[config.mk]
export PLATFORM = sky130hd
export DESIGN_NAME = servo_pulse_ramp_controller
export DESIGN_NICKNAME = d
export VERILOG_FILES = /design/src/rtl/core/spr_pkg.sv /design/src/rtl/core/servo_pulse_ramp_controller.sv /design/src/rtl/core/spr_reload.sv
export SDC_FILE = /design/constraint.sdc
export NUM_CORES = 1
export LEC_CHECK = 0
export BUFFER_PORTS_ARGS = -buffer_cell sky130_fd_sc_hd__buf_2
export CAP_MARGIN = 25
export CORE_MARGIN = 2
export CORE_UTILIZATION = 50
export CTS_BUF_LIST = sky130_fd_sc_hd__clkbuf_4
export CTS_CLUSTER_DIAMETER = 120
export DETAILED_ROUTE_END_ITERATION = 8
export GPL_TIMING_DRIVEN = 0
export PLACE_DENSITY = 0.69
export SLEW_MARGIN = 20
export SYNTH_ARGS = -nofsm -noshare
export SYNTH_HDL_FRONTEND = slang
export SYNTH_HIERARCHICAL = 1
export SYNTH_SLANG_ARGS = --single-unit
[constraint.sdc]
create_clock -name clock -period 14 [get_ports clock]
set_input_delay 0 -clock clock [delete_from_list [all_inputs] [get_ports clock]]
set_output_delay 0 -clock clock [all_outputs]
set_load 0.005 [all_outputs]
[src/rtl/core/spr_pkg.sv]
`default_nettype none

package spr_pkg;

   // Request operation codes
   localparam logic [2:0] OP_PRESET   = 3'd0;
   localparam logic [2:0] OP_TARGET   = 3'd1;
   localparam logic [2:0] OP_RETARGET = 3'd2;
   localparam logic [2:0] OP_NUDGE    = 3'd3;
   localparam logic [2:0] OP_TICK     = 3'd4;

   // Register indexes on the csr channel
   localparam logic [1:0] CSR_TICK_MODE  = 2'd0;
   localparam logic [1:0] CSR_STEP_LIMIT = 2'd1;
   localparam logic [1:0] CSR_DEADBAND   = 2'd2;

   // Tick modes for a zero-step tick
   localparam logic [1:0] MODE_PLAIN    = 2'd0;
   localparam logic [1:0] MODE_CAPPED   = 2'd1;
   localparam logic [1:0] MODE_DEADBAND = 2'd2;

   // Field widths
   localparam int unsigned PULSE_W  = 13;
   localparam int unsigned STEP_W   = 14;
   localparam int unsigned RATE_W   = 17;
   localparam int unsigned RELOAD_W = 16;

   // Pulse and step limits
   localparam logic [PULSE_W-1:0]        PULSE_MAX = 13'd7111;
   localparam logic signed [STEP_W-1:0]  STEP_MAX  = 14'sd8191;
   localparam logic signed [STEP_W-1:0]  STEP_MIN  = -14'sd8192;

   // Register reset values
   localparam logic [PULSE_W-1:0] STEP_LIMIT_RST = 13'd7111;

   // Reload scaling: p*9216/1000 = (p*1152)/125, with 1/125 as ceil(2^30/125)
   localparam int unsigned          SCALE_W     = 24;
   localparam logic [SCALE_W-1:0]   RECIP_125   = 24'd8589935;
   localparam int unsigned          RECIP_SHIFT = 30;

endpackage

`default_nettype wire

[src/rtl/core/servo_pulse_ramp_controller.sv]
`default_nettype none
// Servo pulse ramp controller (slew-rate limiter).
// Requests arrive on req_: req_tuser carries the operation (preset, target
// with rate, retarget, nudge, tick) and req_tdata the pulse value, rate and
// nudge amount. Every request yields exactly one result on rsp_: timer
// reload word, current pulse width and the reached flag.
// Tick mode, step limit and deadband are written over the csr_ channel,
// which is always ready; write them only while no request is in flight.
// A request accepted at one edge shows its result at rsp_ in the next cycle.
// One request per cycle while rsp_ does not stall; the state update, the
// rate multiply and the reload multiply all sit in one stage in front of
// the result register.
// A waiting result holds while rsp_tready is low, and req_tready drops;
// it stays high while the result register is empty or being drained, so a
// new request enters in the same cycle the previous result is taken.
// Reset (synchronous, active high) clears current pulse, target pulse and
// ramp step, empties the result register and restores tick mode 0,
// step limit 7111 and deadband 0.
module servo_pulse_ramp_controller (
   input  wire logic        clock,
   input  wire logic        reset,
   // req_tdata: pulse_value[12:0], rate_q16[29:13], nudge_amount[43:30], zero pad
   input  wire logic        req_tvalid,
   output logic             req_tready,
   input  wire logic [47:0] req_tdata,
   // req_tuser: operation[2:0]
   input  wire logic [2:0]  req_tuser,
   // rsp_tdata: timer_reload[15:0], pulse_now[28:16], reached[29], zero pad
   output logic             rsp_tvalid,
   input  wire logic        rsp_tready,
   output logic [31:0]      rsp_tdata,
   input  wire logic        csr_valid,
   output logic             csr_ready,
   input  wire logic [1:0]  csr_index,
   input  wire logic [12:0] csr_data
);
   import spr_pkg::*;

   // State and registers
   logic [PULSE_W-1:0]        cur_ff, cur_in;
   logic [PULSE_W-1:0]        tgt_ff, tgt_in;
   logic signed [STEP_W-1:0]  step_ff, step_in;
   logic [1:0]                tick_mode_ff;
   logic [PULSE_W-1:0]        step_limit_ff;
   logic [PULSE_W-1:0]        deadband_ff;

   // Result register
   logic                      rsp_valid_ff;
   logic [RELOAD_W-1:0]       reload_ff;
   logic [PULSE_W-1:0]        pulse_ff;
   logic                      reached_ff, reached_in;
   logic [RELOAD_W-1:0]       reload_in;

   // Request fields
   logic [2:0]                op;
   logic [PULSE_W-1:0]        pv;
   logic [RATE_W-1:0]         rate;
   logic signed [STEP_W-1:0]  nudge;
   logic                      req_fire;

   // Target-with-rate step
   logic signed [STEP_W-1:0]  diff_new;
   logic [PULSE_W-1:0]        mag_new;
   logic [PULSE_W+RATE_W-1:0] rate_prod;
   logic [STEP_W-1:0]         rate_q;
   logic signed [STEP_W-1:0]  rate_step;

   // Retarget flip, nudge and tick arithmetic
   logic signed [STEP_W-1:0]  flip_step;
   logic signed [15:0]        nudged;
   logic signed [STEP_W-1:0]  jdiff;
   logic [PULSE_W-1:0]        jmag;
   logic [PULSE_W-1:0]        jump_tgt;
   logic signed [15:0]        ramp_next;
   logic signed [15:0]        tgt_s;

   assign op    = req_tuser;
   assign pv    = req_tdata[12:0];
   assign rate  = req_tdata[29:13];
   assign nudge = $signed(req_tdata[43:30]);

   assign req_tready = !rsp_valid_ff || rsp_tready;
   assign req_fire   = req_tvalid && req_tready;
   assign csr_ready  = 1'b1;

   // Step from rate: truncate toward zero, saturate to the step range
   assign diff_new  = $signed({1'b0, pv}) - $signed({1'b0, cur_ff});
   assign mag_new   = diff_new[STEP_W-1] ? PULSE_W'(-diff_new) : PULSE_W'(diff_new);
   assign rate_prod = (PULSE_W+RATE_W)'(mag_new) * (PULSE_W+RATE_W)'(rate);
   assign rate_q    = rate_prod[16 +: STEP_W];

   always_comb begin
      if (diff_new[STEP_W-1]) begin
         if (rate_q > STEP_W'(8192)) begin
            rate_step = STEP_MIN;
         end else begin
            rate_step = STEP_W'(0) - rate_q;
         end
      end else begin
         if (rate_q > STEP_W'(8191)) begin
            rate_step = STEP_MAX;
         end else begin
            rate_step = rate_q;
         end
      end
   end

   // Point the step toward the new target
   always_comb begin
      flip_step = step_ff;
      if (pv < cur_ff) begin
         if (step_ff > 0) begin
            flip_step = -step_ff;
         end
      end else if (step_ff < 0) begin
         flip_step = (step_ff == STEP_MIN) ? STEP_MAX : -step_ff;
      end
   end

   assign nudged = $signed({3'b0, tgt_ff}) + 16'(nudge);

   // Zero-step tick: optional deadband and cap on the jump
   assign jdiff = $signed({1'b0, tgt_ff}) - $signed({1'b0, cur_ff});
   assign jmag  = jdiff[STEP_W-1] ? PULSE_W'(-jdiff) : PULSE_W'(jdiff);

   always_comb begin
      jump_tgt = tgt_ff;
      if (tick_mode_ff != MODE_PLAIN) begin
         if (tick_mode_ff[1] && jmag < deadband_ff) begin
            jump_tgt = cur_ff;
         end else if (jmag > step_limit_ff) begin
            jump_tgt = jdiff[STEP_W-1] ? cur_ff - step_limit_ff : cur_ff + step_limit_ff;
         end
      end
   end

   assign ramp_next = $signed({3'b0, cur_ff}) + 16'(step_ff);
   assign tgt_s     = $signed({3'b0, tgt_ff});

   // Next state per operation
   always_comb begin
      cur_in     = cur_ff;
      tgt_in     = tgt_ff;
      step_in    = step_ff;
      reached_in = 1'b0;
      case (op)
         OP_PRESET: begin
            cur_in = pv;
            tgt_in = pv;
         end
         OP_TARGET: begin
            tgt_in  = pv;
            step_in = rate_step;
         end
         OP_RETARGET: begin
            tgt_in  = pv;
            step_in = flip_step;
         end
         OP_NUDGE: begin
            step_in = '0;
            if (nudged < 0) begin
               tgt_in = '0;
            end else if (nudged > $signed({3'b0, PULSE_MAX})) begin
               tgt_in = PULSE_MAX;
            end else begin
               tgt_in = PULSE_W'(nudged);
            end
         end
         OP_TICK: begin
            if (step_ff == 0) begin
               tgt_in = jump_tgt;
               cur_in = jump_tgt;
            end else if ((step_ff > 0 && ramp_next > tgt_s) ||
                         (step_ff < 0 && ramp_next < tgt_s)) begin
               cur_in     = tgt_ff;
               reached_in = 1'b1;
            end else begin
               cur_in = PULSE_W'(ramp_next);
            end
         end
         default: begin
         end
      endcase
   end

   spr_reload u_reload (
      .pulse  (cur_in),
      .reload (reload_in)
   );

   // Advance state on each accepted request
   always_ff @(posedge clock) begin
      if (reset) begin
         cur_ff  <= '0;
         tgt_ff  <= '0;
         step_ff <= '0;
      end else if (req_fire) begin
         cur_ff  <= cur_in;
         tgt_ff  <= tgt_in;
         step_ff <= step_in;
      end
   end

   // Register writes
   always_ff @(posedge clock) begin
      if (reset) begin
         tick_mode_ff  <= MODE_PLAIN;
         step_limit_ff <= STEP_LIMIT_RST;
         deadband_ff   <= '0;
      end else if (csr_valid && csr_ready) begin
         unique case (csr_index)
            CSR_TICK_MODE:  tick_mode_ff  <= csr_data[1:0];
            CSR_STEP_LIMIT: step_limit_ff <= csr_data;
            CSR_DEADBAND:   deadband_ff   <= csr_data;
            default: begin
            end
         endcase
      end
   end

   // Result valid: set on request, drop when taken
   always_ff @(posedge clock) begin
      if (reset) begin
         rsp_valid_ff <= 1'b0;
      end else if (req_fire) begin
         rsp_valid_ff <= 1'b1;
      end else if (rsp_tready) begin
         rsp_valid_ff <= 1'b0;
      end
   end

   // Load result payload
   always_ff @(posedge clock) begin
      if (req_fire) begin
         reload_ff  <= reload_in;
         pulse_ff   <= cur_in;
         reached_ff <= reached_in;
      end
   end

   assign rsp_tvalid = rsp_valid_ff;
   assign rsp_tdata  = {2'b0, reached_ff, pulse_ff, reload_ff};

endmodule

`default_nettype wire

[src/rtl/core/spr_reload.sv]
`default_nettype none

module spr_reload (
   input  wire logic [spr_pkg::PULSE_W-1:0]  pulse,
   output logic      [spr_pkg::RELOAD_W-1:0] reload
);
   import spr_pkg::*;

   logic [SCALE_W-1:0]   scaled_pulse;
   logic [2*SCALE_W-1:0] recip_prod;
   logic [RELOAD_W-1:0]  ticks;

   // Scale by 1152 with shifts: 1024 + 128
   assign scaled_pulse = (SCALE_W'(pulse) << 10) + (SCALE_W'(pulse) << 7);

   // Divide by 125 through the reciprocal
   assign recip_prod = (2*SCALE_W)'(scaled_pulse) * (2*SCALE_W)'(RECIP_125);
   assign ticks      = recip_prod[RECIP_SHIFT +: RELOAD_W];

   // Count-up timer reload, wrapping at 16 bits
   assign reload = RELOAD_W'(0) - ticks;

endmodule

`default_nettype wire

==> metrics.yaml <==
clock_tree:
  cts.sinks: 99
  clock_latency_ns: 0.63
  cts_tree: "built"
  cts_root_buf: "clkbuf_4"
  cts.path.max_buffers: 2
  cts_inserted_buffers: 9
  path_clk_slew_ns: 0.22
  h-tree-depth: 3
layout:
  layout.nets: 3921
  area_delta_synth_final_pct: 14.6
  final_common_cell: "inv_1"
  layout-drive-gt1-share: 0.129
  mostFrequentLayoutCells: "519 x inv_1, 382 x ha_1, 285 x nand2_1, 278 x fa_1, 143 x nor2_1"
  post-route-cell-area_um2: 28200
detailed_routing:
  viasPerCell: 5.77
  drt-initial-drc-count: 1577
  vias: 22179
  drc_errors: 0
  wl_um: 74900
  first_pass_iters: 7
  wl_per_cell_um: 19.5
  ant_nets: 0
setup_path:
  worstSetupPathType: "register to register"
  critPathSlowestCell: "or4b_4"
  path_common_cell: "a21oi_2"
  r2r-start: "tgt_ff[0]"
  crit_fanout: 5
  critPathLaunch: "tgt_ff[0]"
  critPathArrivalTime_ns: 14.61
  cp-end-kind: "register"
  required_ns: 14.35
  startpoint_type: "register"
  cpPeakStageDelay_ns: 0.58
yosys:
  avgSynthCellArea_um2: 8.37
  synth_cell_types: 98
  yosys.area.top_type: "fa_1"
  synthArstFlopShare: 0
  ys.flop_type: "dfxtp_1"
  synthTopCellsByArea: "fa_1 23%, ha_1 20%, inv_1 8.1%"
  synth_cells: 2942
  yosysTopAreaCellShare: 0.228
  synth_edf_count: 30
  synth_area_um2: 24600
  seq_area_frac_synth: 0.0926
  yosysWarnings: 6
  ys_ff_latch: 99
floorplan:
  ios: 106
  die_y_um: 226
  start_util: 0.505
  core_area_um2: 48700
  rows: 81
  die_x_um: 226
  dieArea_um2: 51100
sta:
  finalCritPeriodShare: 1.02
  relSlewSlack: 0.281
  tightest_slew_ns: 1.07
  setup_viol: 1
  hold_violations: 0
  fin_hold_ws_ns: 0.0559
  fin_ws_ns: -0.255
  fin_crit_ns: 14.26
  rsz0062_at_grt: "yes"
  fmax_mhz: 70.2
  clock-skew-final_ns: 0.0604
  slew_violations: 0
placement:
  gp_congestion: 1.01
  place_area_um2: 26100
  hpwl_um: 60800
  dpl_worst_slack_ns: -2.89
  portBuffers: 96
global_routing:
  gr-total-overflow: 0
  grt_max_degree: 31
  antenna_found_initial: 1
  grt_use_total: 0.297
  grt_pass1_vias: 22380
  grt_pass1_wl_um: 118000
run:
  drv_cap: 0
outcome:
  outcome: "finished with violations"
  failed_checks: "negative setup slack"
hold_path:
  worstHoldStart: "req_tdata[30]"
  hold_path_class: "input pin to register"
-- critical path: cells and delay by family (launching register included) --
kind / cells / cell delay (ns)
AOI/OAI and AO/OA: 23 / 3.72
DFF: 1 / 0.40
buffers and inverters: 13 / 1.13
xor gates and xnor gates: 6 / 1.09
and+or+nand+nor: 12 / 2.68
muxes: 1 / 0.40
adders and majority gates: 12 / 4.51
-- cell usage after synthesis, types with 30 or more instances --
cell type,count
inv_1,530
and2_1,64
nor2b_1,45
clkbuf_1,85
edfxtp_1,30
xnor2_1,94
o21a_1,31
ha_1,395
a21o_1,40
nand3_1,49
xor2_1,50
dfxtp_1,69
nor2_1,146
o21ai_0,112
fa_1,281
nand2_1,285
nor3_1,37
a21oi_1,156
-- final timing paths --
path	endpoint	slack (ns)	cells after the start
worst max-delay path	reload_ff[15]	-0.26	67
worst min-delay path	tgt_ff[0]	0.06	4
worst max register to register	reload_ff[15]	-0.26	67
worst min register to register	deadband_ff[9]	0.47	2
-- area by class of cell --
class	instances	area, um2
inverters	531	2000
plain buffers	92	389
fillers	4430	20500
repair buffers	220	1550
flip-flops and latches	99	2310
well taps	664	831
clock inverters	7	91.3
diodes	1	2.50
clock buffers	9	67.6
multi-input cells	2221	21000
-- repair_timing --
action | CTS | global route
resized for setup | 125 | 86
pin swaps | 44 | 61
buffers inserted | 52 | 19
endpoints found under the setup margin | 16 | 10
hold buffers | 44 | 0
hold endpoints to repair | 61 | 0
-- per-layer routing --
| layer | part of all wire | global-route usage | vias up | wire (um) |
|---|---|---|---|---|
| li1 | - | - | 10322 | - |
| met1 | 0.42 | 0.386 | 10850 | 31200 |
| met2 | 0.47 | 0.490 | 822 | 35000 |
| met3 | 0.078 | 0.0559 | 185 | 5810 |
| met4 | 0.039 | 0.112 | 0 | 2920 |
| met5 | 0 | 0 | - | 0 |
-- sequential cells by signal, indices dropped and copies added (netlist names) --
name,cells
deadband_ff,13
tick_mode_ff,2
cur_ff,13
tgt_ff,13
step_limit_ff,13
reload_ff,16
rsp_tvalid,1
reached_ff,1
step_ff,14
pulse_ff,13
-- kinds of logic after synthesis --
family                   after synthesis  share of synthesized area
flip-flops                            99                     0.0926
XOR/XNOR                             147                     0.0532
AO/OA/AOI/OAI                        590                      0.164
buffers and inverters                623                     0.0955
other                                  2                   0.000305
AND/OR/NAND/NOR                      776                      0.153
multiplexers                          29                     0.0119
adder cells (fa/ha/maj)              676                      0.429
-- through the flow --
| stage | instances | setup TNS [ns] | utilization |
|---|---|---|---|
| final | 3844 | -0.255 | 0.579 |
| after global routing | 3844 | -3.13 | 0.579 |
| after CTS | 3823 | -0.102 | 0.567 |
| after detailed placement | 3711 | -31.37 | 0.536 |
| after global placement | 3703 | -25.09 | 0.533 |
| after floorplan | 2943 | 0 | - |
Power is left out: the tool's default activity adds up to more than one toggle a clock period on the data nets, which glitch-free logic cannot reach.
